### config.mk
export PLATFORM = sky130hd
export DESIGN_NAME = longest_word_chain_dag_flat
export DESIGN_NICKNAME = d
export VERILOG_FILES = /design/src/lwc_pkg.sv /design/src/lwc_if.sv /design/src/lwc_datapath.sv /design/src/lwc_ctrl.sv /design/src/longest_word_chain_dag.sv /design/src/flat_wrapper.sv
export VERILOG_INCLUDE_DIRS = /design/src /design/src/src
export SDC_FILE = /design/constraint.sdc
export NUM_CORES = 2
export LEC_CHECK = 0
export BUFFER_PORTS_ARGS = -buffer_cell sky130_fd_sc_hd__buf_2
export CORE_UTILIZATION = 27
export CTS_BUF_LIST = sky130_fd_sc_hd__clkbuf_8
export DETAILED_ROUTE_END_ITERATION = 12
export PLACE_DENSITY_LB_ADDON = 0.15
export SYNTH_ARGS = -nofsm -noshare
export SYNTH_HDL_FRONTEND = slang
export SYNTH_SLANG_ARGS = --single-unit
### constraint.sdc
create_clock -name clk -period 4.9 [get_ports clk]
set_input_delay 0.245 -clock clk [delete_from_list [all_inputs] [get_ports clk]]
set_output_delay 0.245 -clock clk [all_outputs]
set_load 0.01 [all_outputs]
### src/longest_word_chain_dag_defines.svh
// Assertion macros for the longest word chain block.
// Used by the top level only; no other dependencies.
`ifndef LONGEST_WORD_CHAIN_DAG_DEFINES_SVH
`define LONGEST_WORD_CHAIN_DAG_DEFINES_SVH
// implication check under reset
`define LWC_ASSERT_IMP(lbl, ante, cons) \
  lbl: assert property (@(posedge clk) disable iff (!rst_n) (ante) |-> (cons)) \
    else $error("lwc check failed");
// next-cycle implication check under reset
`define LWC_ASSERT_NXT(lbl, ante, cons) \
  lbl: assert property (@(posedge clk) disable iff (!rst_n) (ante) |=> (cons)) \
    else $error("lwc check failed");
`endif

### src/lwc_pkg.sv
// Shared constants and types for the longest word chain block.
// No dependencies.
`timescale 1ns / 1ps
package lwc_pkg;
  localparam int MaxWords = 64;
  localparam int IdxW = $clog2(MaxWords);
  localparam int CntW = $clog2(MaxWords + 1);
  localparam int LetW = 5;

  typedef struct packed {
    logic [LetW-1:0] first_letter;
    logic [LetW-1:0] final_letter;
    logic            last_word;
  } in_item_t;

  typedef struct packed {
    logic [IdxW-1:0] word_index;
    logic [CntW-1:0] chain_length;
    logic            has_cycle;
    logic            too_many;
    logic            last_result;
  } out_item_t;

  typedef enum logic [3:0] {
    OP_NONE, OP_LOAD, OP_DEG_CLR, OP_DEG_ACC, OP_FIND, OP_BEST,
    OP_REMOVE, OP_TOP, OP_WALK, OP_EMIT
  } op_t;

  typedef struct packed {
    op_t             op;
    logic [IdxW-1:0] i;
    logic [IdxW-1:0] j;
    logic            first;
  } cmd_t;

  typedef struct packed {
    logic            link;
    logic            zero_deg;
    logic [CntW-1:0] count;
    logic            too;
    logic [CntW-1:0] top_len;
    logic [IdxW-1:0] top_idx;
    logic [IdxW-1:0] cur;
  } sts_t;
endpackage

### src/lwc_if.sv
// Valid/ready channel interface carrying one payload.
// Depends on no package; payload type is a type parameter.
`timescale 1ns / 1ps
interface lwc_if #(parameter type payload_t = logic) (input logic clk);
  logic     valid;
  logic     ready;
  payload_t data;
  modport source (output valid, output data, input ready);
  modport sink (input valid, input data, output ready);
endinterface

### src/lwc_datapath.sv
// Datapath: letter stores, degree, length and predecessor stores, chain buffer.
// Depends on lwc_pkg.
`timescale 1ns / 1ps
module lwc_datapath (
  input  logic              clk,
  input  logic              rst_n,
  input  lwc_pkg::cmd_t     cmd,
  input  lwc_pkg::in_item_t in_item,
  output lwc_pkg::sts_t     sts,
  output logic [lwc_pkg::IdxW-1:0] emit_idx
);
  import lwc_pkg::*;

  logic [LetW-1:0] start_mem [MaxWords];
  logic [LetW-1:0] end_mem   [MaxWords];
  logic [CntW-1:0] deg_mem   [MaxWords];
  logic            rem_mem   [MaxWords];
  logic [CntW-1:0] best_mem  [MaxWords];
  logic [IdxW-1:0] pred_mem  [MaxWords];
  logic [IdxW-1:0] chain_mem [MaxWords];

  cmd_t            cmd_d_r;
  logic [LetW-1:0] end_i_r, start_j_r;
  logic [CntW-1:0] deg_i_r, deg_j_r, best_i_r;
  logic            rem_i_r, rem_j_r;
  logic [IdxW-1:0] pred_cur_r, chain_j_r;
  logic [CntW-1:0] count_r, count_nxt;
  logic            too_r;
  logic [CntW-1:0] acc_r, bestv_r, top_len_r;
  logic [IdxW-1:0] pred_r, top_idx_r, cur_r;
  logic            link;
  logic [CntW-1:0] cand;

  // operations run in the cycle after their command, on registered store reads
  assign link = (cmd_d_r.i != cmd_d_r.j) && (end_i_r == start_j_r);
  assign cand = best_i_r + CntW'(1);
  assign count_nxt = count_r + CntW'(1);

  always_ff @(posedge clk) begin
    if (!rst_n) begin
      count_r <= '0;
      too_r <= 1'b0;
    end else if (cmd.op == OP_LOAD) begin
      if (count_r == CntW'(MaxWords)) too_r <= 1'b1;
      else count_r <= count_nxt;
    end else if (cmd.op == OP_EMIT && cmd.first) begin
      count_r <= '0;
      too_r <= 1'b0;
    end
  end

  always_ff @(posedge clk) begin
    if (cmd.op == OP_LOAD && count_r != CntW'(MaxWords)) begin
      start_mem[count_r[IdxW-1:0]] <= in_item.first_letter;
      end_mem[count_r[IdxW-1:0]] <= in_item.final_letter;
    end
  end

  always_ff @(posedge clk) begin
    if (!rst_n) cmd_d_r <= '{op: OP_NONE, i: '0, j: '0, first: 1'b0};
    else cmd_d_r <= cmd;
  end

  always_ff @(posedge clk) begin
    end_i_r <= end_mem[cmd.i];
    start_j_r <= start_mem[cmd.j];
    deg_i_r <= deg_mem[cmd.i];
    deg_j_r <= deg_mem[cmd.j];
    rem_i_r <= rem_mem[cmd.i];
    rem_j_r <= rem_mem[cmd.j];
    best_i_r <= best_mem[cmd.i];
    pred_cur_r <= pred_mem[cur_r];
    chain_j_r <= chain_mem[cmd.j];
  end

  always_ff @(posedge clk) begin
    unique case (cmd_d_r.op)
      OP_DEG_CLR: acc_r <= '0;
      OP_DEG_ACC: begin
        if (link) begin
          if (cmd_d_r.first) acc_r <= CntW'(1);
          else acc_r <= acc_r + CntW'(1);
        end else if (cmd_d_r.first) acc_r <= '0;
      end
      OP_FIND: begin
        deg_mem[cmd_d_r.j] <= acc_r;
        rem_mem[cmd_d_r.j] <= 1'b0;
      end
      OP_BEST: begin
        if (cmd_d_r.first) begin
          bestv_r <= CntW'(1);
          pred_r <= cmd_d_r.j;
        end else if (link && cand >= bestv_r) begin
          bestv_r <= cand;
          pred_r <= cmd_d_r.i;
        end
      end
      OP_REMOVE: begin
        if (cmd_d_r.first) begin
          best_mem[cmd_d_r.i] <= bestv_r;
          pred_mem[cmd_d_r.i] <= pred_r;
          rem_mem[cmd_d_r.i] <= 1'b1;
        end else if (!rem_j_r && link && deg_j_r != '0) begin
          deg_mem[cmd_d_r.j] <= deg_j_r - CntW'(1);
        end
      end
      OP_TOP: begin
        if (cmd_d_r.first) begin
          top_len_r <= CntW'(1);
          top_idx_r <= '0;
        end else if (best_i_r > top_len_r) begin
          top_len_r <= best_i_r;
          top_idx_r <= cmd_d_r.i;
        end
      end
      OP_WALK: begin
        if (cmd_d_r.first) cur_r <= top_idx_r;
        else begin
          chain_mem[cmd_d_r.j] <= cur_r;
          cur_r <= pred_cur_r;
        end
      end
      default: ;
    endcase
  end

  assign sts.link = link;
  assign sts.zero_deg = !rem_i_r && deg_i_r == '0;
  assign sts.count = count_r;
  assign sts.too = too_r;
  assign sts.top_len = top_len_r;
  assign sts.top_idx = top_idx_r;
  assign sts.cur = cur_r;
  assign emit_idx = chain_j_r;
endmodule

### src/lwc_ctrl.sv
// Controller: load, degree count, Kahn/DP sweeps, chain walk, result emit.
// Depends on lwc_pkg.
`timescale 1ns / 1ps
module lwc_ctrl (
  input  logic               clk,
  input  logic               rst_n,
  input  logic               in_valid,
  output logic               in_ready,
  input  logic               in_last,
  input  lwc_pkg::sts_t      sts,
  input  logic [lwc_pkg::IdxW-1:0] emit_idx,
  output lwc_pkg::cmd_t      cmd,
  output logic               out_valid,
  input  logic               out_ready,
  output lwc_pkg::out_item_t out_item
);
  import lwc_pkg::*;

  typedef enum logic [3:0] {
    S_LOAD, S_DEG, S_DEGW, S_FIND, S_BEST, S_REM, S_TOP, S_WALK, S_WLEN, S_FETCH,
    S_EMIT, S_OUT
  } state_t;

  state_t          state_r;
  logic [IdxW-1:0] i_r, j_r;
  logic            first_r;
  logic            ph_r;
  logic [CntW-1:0] n_r, done_r, k_r, len_r;
  logic            too_r, cyc_r, ov_r;
  out_item_t       ob_r;
  logic            lastw_r;
  logic [IdxW-1:0] nm1;

  assign nm1 = IdxW'(n_r - CntW'(1));
  assign in_ready = (state_r == S_LOAD) && !ov_r;

  always_comb begin
    cmd = '{op: OP_NONE, i: i_r, j: j_r, first: first_r};
    unique case (state_r)
      S_LOAD: cmd.op = (in_valid && in_ready) ? OP_LOAD : OP_NONE;
      S_DEG: cmd.op = OP_DEG_ACC;
      S_DEGW: cmd.op = OP_FIND;
      S_FIND: cmd.op = OP_NONE;
      S_BEST: cmd.op = OP_BEST;
      S_REM: cmd.op = OP_REMOVE;
      S_TOP: cmd.op = OP_TOP;
      S_WALK: cmd.op = (first_r || !ph_r) ? OP_WALK : OP_NONE;
      S_WLEN: cmd.op = OP_NONE;
      S_FETCH: cmd.op = OP_NONE;
      S_EMIT: cmd.op = OP_NONE;
      S_OUT: cmd.op = (out_ready && lastw_r) ? OP_EMIT : OP_NONE;
      default: cmd.op = OP_NONE;
    endcase
    if (state_r == S_OUT) cmd.first = 1'b1;
  end

  always_ff @(posedge clk) begin
    if (!rst_n) begin
      state_r <= S_LOAD;
      first_r <= 1'b0;
      ph_r <= 1'b0;
      ov_r <= 1'b0;
      out_valid <= 1'b0;
      lastw_r <= 1'b0;
    end else begin
      unique case (state_r)
        S_LOAD: if (in_valid && in_ready && in_last) begin
          n_r <= (sts.count == CntW'(MaxWords)) ? sts.count : sts.count + CntW'(1);
          too_r <= sts.too || sts.count == CntW'(MaxWords);
          i_r <= '0; j_r <= '0; first_r <= 1'b1;
          state_r <= S_DEG;
        end
        S_DEG: begin
          first_r <= 1'b0;
          if (i_r == nm1) state_r <= S_DEGW;
          else i_r <= i_r + IdxW'(1);
        end
        S_DEGW: begin
          i_r <= '0; first_r <= 1'b1;
          if (j_r == nm1) begin
            j_r <= '0; done_r <= '0;
            state_r <= S_FIND;
          end else begin
            j_r <= j_r + IdxW'(1);
            state_r <= S_DEG;
          end
        end
        S_FIND: begin
          // first cycle lets the last store write settle, then address and check
          if (first_r) first_r <= 1'b0;
          else if (!ph_r) ph_r <= 1'b1;
          else begin
            ph_r <= 1'b0;
            if (sts.zero_deg) begin
              j_r <= i_r; first_r <= 1'b1;
              state_r <= S_BEST;
            end else if (i_r == nm1) begin
              cyc_r <= 1'b1; state_r <= S_EMIT;
            end else i_r <= i_r + IdxW'(1);
          end
        end
        S_BEST: begin
          // i_r sweeps sources, j_r holds the chosen word
          if (first_r) begin
            first_r <= 1'b0; i_r <= '0;
          end else if (i_r == nm1) begin
            i_r <= j_r; j_r <= '0; first_r <= 1'b1;
            state_r <= S_REM;
          end else i_r <= i_r + IdxW'(1);
        end
        S_REM: begin
          if (first_r) first_r <= 1'b0;
          else if (j_r == nm1) begin
            i_r <= '0;
            first_r <= 1'b1;
            if (done_r + CntW'(1) == n_r) begin
              state_r <= S_TOP;
            end else begin
              done_r <= done_r + CntW'(1); state_r <= S_FIND;
            end
          end else j_r <= j_r + IdxW'(1);
        end
        S_TOP: begin
          if (first_r) begin
            first_r <= 1'b0; i_r <= '0;
          end else if (i_r == nm1) begin
            first_r <= 1'b1; state_r <= S_WALK;
          end else i_r <= i_r + IdxW'(1);
        end
        S_WALK: begin
          // each predecessor step alternates a walk command with a wait for the registered read
          if (first_r) begin
            first_r <= 1'b0; state_r <= S_WLEN;
          end else if (!ph_r) ph_r <= 1'b1;
          else begin
            ph_r <= 1'b0;
            if (j_r == '0) begin
              cyc_r <= 1'b0; k_r <= '0; state_r <= S_FETCH;
            end else j_r <= j_r - IdxW'(1);
          end
        end
        S_WLEN: begin
          len_r <= sts.top_len;
          j_r <= IdxW'(sts.top_len - CntW'(1));
          ph_r <= 1'b0;
          state_r <= S_WALK;
        end
        S_FETCH: state_r <= S_EMIT;
        S_EMIT: begin
          ob_r.word_index <= cyc_r ? '0 : emit_idx;
          ob_r.chain_length <= cyc_r ? '0 : len_r;
          ob_r.has_cycle <= cyc_r;
          ob_r.too_many <= too_r;
          ob_r.last_result <= cyc_r || (k_r + CntW'(1) == len_r);
          lastw_r <= cyc_r || (k_r + CntW'(1) == len_r);
          out_valid <= 1'b1;
          state_r <= S_OUT;
        end
        S_OUT: if (out_ready) begin
          out_valid <= 1'b0;
          if (lastw_r) state_r <= S_LOAD;
          else begin
            k_r <= k_r + CntW'(1);
            j_r <= j_r + IdxW'(1);
            state_r <= S_FETCH;
          end
        end
        default: state_r <= S_LOAD;
      endcase
    end
  end

  assign out_item = ob_r;
endmodule

### src/longest_word_chain_dag.sv
// Top level of the longest word chain block: controller plus datapath.
// Depends on lwc_pkg, lwc_if, lwc_ctrl, lwc_datapath and the defines header.
//
//   channel | dir | payload
//   in      | in  | first_letter, final_letter, last_word
//   out     | out | word_index, chain_length, has_cycle, too_many, last_result
//
// Words are taken back to back while loading. The final word starts degree
// counting, then per word a zero in-degree scan, a best/pred sweep and a
// removal sweep, all through the single link comparator with registered store
// reads, then the chain walk. Results leave one at a time, each fetched after
// the previous one is taken.
// Synchronous reset clears control only; stalls on out hold the result.
`timescale 1ns / 1ps
`include "longest_word_chain_dag_defines.svh"
module longest_word_chain_dag (
  input logic clk,
  input logic rst_n,
  lwc_if.sink   in_ch,
  lwc_if.source out_ch
);
  import lwc_pkg::*;

  cmd_t            cmd;
  sts_t            sts;
  logic [IdxW-1:0] emit_idx;

  lwc_datapath u_dp (
    .clk(clk), .rst_n(rst_n), .cmd(cmd), .in_item(in_ch.data),
    .sts(sts), .emit_idx(emit_idx)
  );

  lwc_ctrl u_ctrl (
    .clk(clk), .rst_n(rst_n), .in_valid(in_ch.valid), .in_ready(in_ch.ready),
    .in_last(in_ch.data.last_word), .sts(sts), .emit_idx(emit_idx), .cmd(cmd),
    .out_valid(out_ch.valid), .out_ready(out_ch.ready), .out_item(out_ch.data)
  );

  `LWC_ASSERT_IMP(a_no_overlap, in_ch.ready, !out_ch.valid)
  `LWC_ASSERT_IMP(a_cycle_len, out_ch.valid && out_ch.data.has_cycle,
      out_ch.data.chain_length == '0 && out_ch.data.last_result)
  `LWC_ASSERT_NXT(a_last_idle, out_ch.valid && out_ch.ready && out_ch.data.last_result,
      in_ch.ready)
endmodule

### src/flat_wrapper.sv
// flat-port wrapper written by rule: the top's interface ports become plain ports
module longest_word_chain_dag_flat import lwc_pkg::*;
  (clk, rst_n, in_ch_valid, in_ch_data, in_ch_ready, out_ch_valid, out_ch_data, out_ch_ready);
  lwc_if #(.payload_t(in_item_t)) in_ch_i (.clk(clk));
  lwc_if #(.payload_t(out_item_t)) out_ch_i (.clk(clk));
  input logic clk;
  input logic rst_n;
  input wire logic [$bits(in_ch_i.valid)-1:0] in_ch_valid;
  input wire logic [$bits(in_ch_i.data)-1:0] in_ch_data;
  output wire logic [$bits(in_ch_i.ready)-1:0] in_ch_ready;
  output wire logic [$bits(out_ch_i.valid)-1:0] out_ch_valid;
  output wire logic [$bits(out_ch_i.data)-1:0] out_ch_data;
  input wire logic [$bits(out_ch_i.ready)-1:0] out_ch_ready;
  assign in_ch_i.valid = in_ch_valid;
  assign in_ch_i.data = in_ch_data;
  assign in_ch_ready = in_ch_i.ready;
  assign out_ch_valid = out_ch_i.valid;
  assign out_ch_data = out_ch_i.data;
  assign out_ch_i.ready = out_ch_ready;
  longest_word_chain_dag u_core (.clk(clk), .rst_n(rst_n), .in_ch(in_ch_i), .out_ch(out_ch_i));
endmodule
==> flow_summary.yaml <==
status:
  status: "finished, final reports clean"
yosys:
  synth_top_family_by_area: "multiplexers"
  synth_fa_ha_area_share_pct: 0.325
  synth_top_cell_by_area: "edfxtp_1"
  synth-async-reset-ratio_pct: 0
  synth-simple-area-share_pct: 3.16
  syn_avg_cell_area_sq_um: 21.0
  synth-compound-area-share_pct: 1.56
  syn_inst: 4940
  synth.ff_latch_count: 2543
  synth_area_leaders: "edfxtp_1 71%, mux4_2 19%, dfxtp_1 1.5%, nor2_1 1.4%, mux2i_1 0.87%"
  synth-xor-area-share_pct: 0.782
  synth_flop_cell: "edfxtp_1"
  synth.net_count: 4982
  synthMuxAreaShare_pct: 20.0
  netlist_area_sq_mm: 0.104
  synth_edf_count: 2465
  synth_top_area_share_pct: 71.2
  yosys_warnings: 0
  synth_commonest_cells: "2465 x edfxtp_1, 880 x mux4_2, 394 x nor2_1"
  ys_types: 66
  yosysMostFrequentCell: "edfxtp_1"
  synth-seq-area-share_pct: 72.7
routing:
  vias: 51686
  post_drt_via_cell_ratio: 4.79
  drt_first_pass_iters: 5
  drt_wl_total_um: 303000
  wl_per_cell_um: 28.1
  drc: 0
  drtIter0Drc: 4515
  drtAntennaViolNets: 0
timing:
  fin_crit_ns: 3.88
  final-max-slew-violation-count: 0
  slew_headroom_pct: 9.02
  period_share_pct: 79.3
  finalSetupViolations: 0
  tightest_slew_ns: 1.36
  worst_slack_ns: 1.02
  rsz0062_at_grt: "no"
  fin_skew_ns: 0.153
  finalSetupTns_ns: 0
  fmax_mhz: 257
  hold_viol_final: 0
die:
  ioPinCount: 33
  die_height_um: 623
  die-area_sq_mm: 0.388
  coreArea_sq_mm: 0.383
  fp.dieW_um: 623
  initial_core_util_pct: 27.2
  rows: 227
grt:
  antenna_found_initial: 27
  grt_max_degree: 116
  grt_pass1_vias: 54010
  grt_pass1_wl_um: 428000
  overflow: 0
  track_usage_pct: 15.4
hold_path:
  min_path_type: "input pin to flip-flop"
layout:
  drive_gt1_share_pct: 30.5
  fillers: 36898
  multi_input_area_sq_mm: 0.0270
  final_nets: 5433
  ff_latch_area_sq_mm: 0.0756
  area_delta_synth_final_pct: 15.3
placement:
  io_buffers: 32
  dp_hpwl_um: 187000
  place_congestion: 0.780
  pre_cts_ws_ns: 1.13
cts:
  htreeDepth: 5
  path_clk_slew_ns: 0.06
  numCtsBuffers: 441
  cts_resized: 0
  cts_root_buffer: "clkbuf_8"
  cts_tree: "built"
  clkLatencyLatePin_ns: 1.12
  cts_setup_buffers: 0
  cts_buffer_depth: 4
  numClockSinks: 2543
job:
  max_cap_violations: 0
setup_path:
  path_cells: "xor2_1 > nor3_2 > buf_4 > nand4_1 > nor4_2 > buf_4 > o21bai_1 > nor2_1"
  reg2reg_slack_ns: 1.02
  cp.required_ns: 5.53
  critPathSlowestCell: "nor2_1"
  max_stage_delay_ns: 0.77
  worst-path-max-fanout: 21
  worstSetupStartpointType: "flip-flop"
  end_kind: "flip-flop"
  criticalPathCategory: "flip-flop to flip-flop"
  cp_num_buf_inv: 2
  arrival_ns: 4.51
  path_common_cell: "buf_4"
  critPathTopFamily: "simple AND/OR/NAND/NOR gates"
power_and_ir_drop:
  p_leak_uw: 0.0375
  vdd.ir_drop.worst_v: 0.000313
  p_per_area_mw_per_mm2: 427
## registers in the layout, indices dropped and copies added, names as in the netlist, 16 cells and up
signal                  flops
u_core.u_ctrl.out_item     16
u_core.u_dp.best_mem      448
u_core.u_dp.chain_mem     384
u_core.u_dp.cmd_d_r        17
u_core.u_dp.deg_mem       448
u_core.u_dp.end_mem       320
u_core.u_dp.pred_mem      384
u_core.u_dp.rem_mem        64
u_core.u_dp.start_mem     320
## stage by stage
step | total power (uW) | area, sq um | utilization, % | hold slack, ns | cells
floorplan | 30000 | 104000 | - | 0.344 | 4940
global placement | 33500 | 112000 | 29.1 | 0.497 | 9971
detailed placement | 33500 | 112000 | 29.1 | 0.508 | 9972
CTS | 52000 | 120000 | 31.3 | 0.0670 | 10784
global route | 53200 | 120000 | 31.3 | 0.147 | 10788
finish | 51100 | 120000 | 31.3 | 0.210 | 10795
## cell usage in the layout (no fill, tap or decap), drive strengths merged, types with 10 or more instances in the layout
master | netlist | layout
edfxtp | 2465 | 2465
mux4 | 880 | 880
clkbuf | 165 | 459
nor2 | 394 | 394
buf | 144 | 303
inv | 29 | 181
clkinv | 1 | 167
nand2 | 100 | 100
mux2i | 90 | 90
dfxtp | 78 | 78
a21oi | 58 | 58
nor2b | 53 | 53
nand3 | 47 | 47
xnor2 | 47 | 47
o221ai | 46 | 46
o21ai | 36 | 36
xor2 | 33 | 33
ha | 27 | 27
and2 | 26 | 26
nand2b | 24 | 24
o22ai | 23 | 23
nor3 | 18 | 18
and3 | 15 | 15
bufinv | 0 | 14
dlygate4sd3 | 0 | 14
diode | 0 | 11
nand3b | 11 | 11
o21bai | 10 | 10
## area by class of cell
| type | count | share of cell area (%) |
|---|---|---|
| clock inverter | 339 | 1.53 |
| inverter | 30 | 0.0939 |
| antenna | 11 | 0.0230 |
| tap | 5038 | 5.26 |
| clock buffer | 459 | 5.27 |
| multi-input combinational | 2058 | 22.5 |
| sequential | 2543 | 63.0 |
| timing repair buffer | 317 | 2.26 |
## routing by layer
layer / up-vias / global-route usage (%) / wire length (um)
met1: 28079 / 22.1 / 139000
li1: 21651 / - / -
met2: 1535 / 24.4 / 142000
met4: 2 / 3.73 / 6560
met5: - / 0 / 20
met3: 419 / 2.35 / 14800
## cell families (layout without fill, tap and decap cells)
group | Yosys count | after routing
AO/OA/AOI/OAI | 240 | 240
XOR/XNOR | 85 | 85
adder cells (fa/ha/maj) | 27 | 27
buffers and inverters | 339 | 1145
flip-flops | 2543 | 2543
multiplexers | 979 | 979
other | 0 | 11
AND/OR/NAND/NOR | 727 | 727
## what timing repair did
| action | in CTS | in global routing |
|---|---|---|
| hold buffers | 14 | 0 |
| endpoints found under the hold margin | 700 | 0 |
| endpoints found under the setup margin | 0 | 0 |
## report_power, final
| part | internal, uW | switching, uW |
|---|---|---|
| Sequential | 24100 | 357 |
| Clock | 9380 | 8880 |
| Combinational | 3580 | 4830 |
## worst register-to-register path: stages (launching register included)
cell      delay (ns)
dfxtp_1         0.32
xor2_1          0.15
nor3_2          0.47
buf_4           0.27
nand4_1         0.27
nor4_2          0.29
buf_4           0.48
o21bai_1        0.40
nor2_1          0.77
## worst paths after layout
path	start	end	depth (start not counted)
worst min register to register	u_core.u_dp.too_r	u_core.u_dp.too_r	2
worst max-delay path	u_core.u_dp.end_i_r[3]	u_core.u_dp.deg_mem[26][2]	8
worst max register to register	u_core.u_dp.end_i_r[3]	u_core.u_dp.deg_mem[26][2]	8
worst min-delay path	rst_n	u_core.u_ctrl.lastw_r	4
No activity file was read; power rests on OpenSTA's default activity.
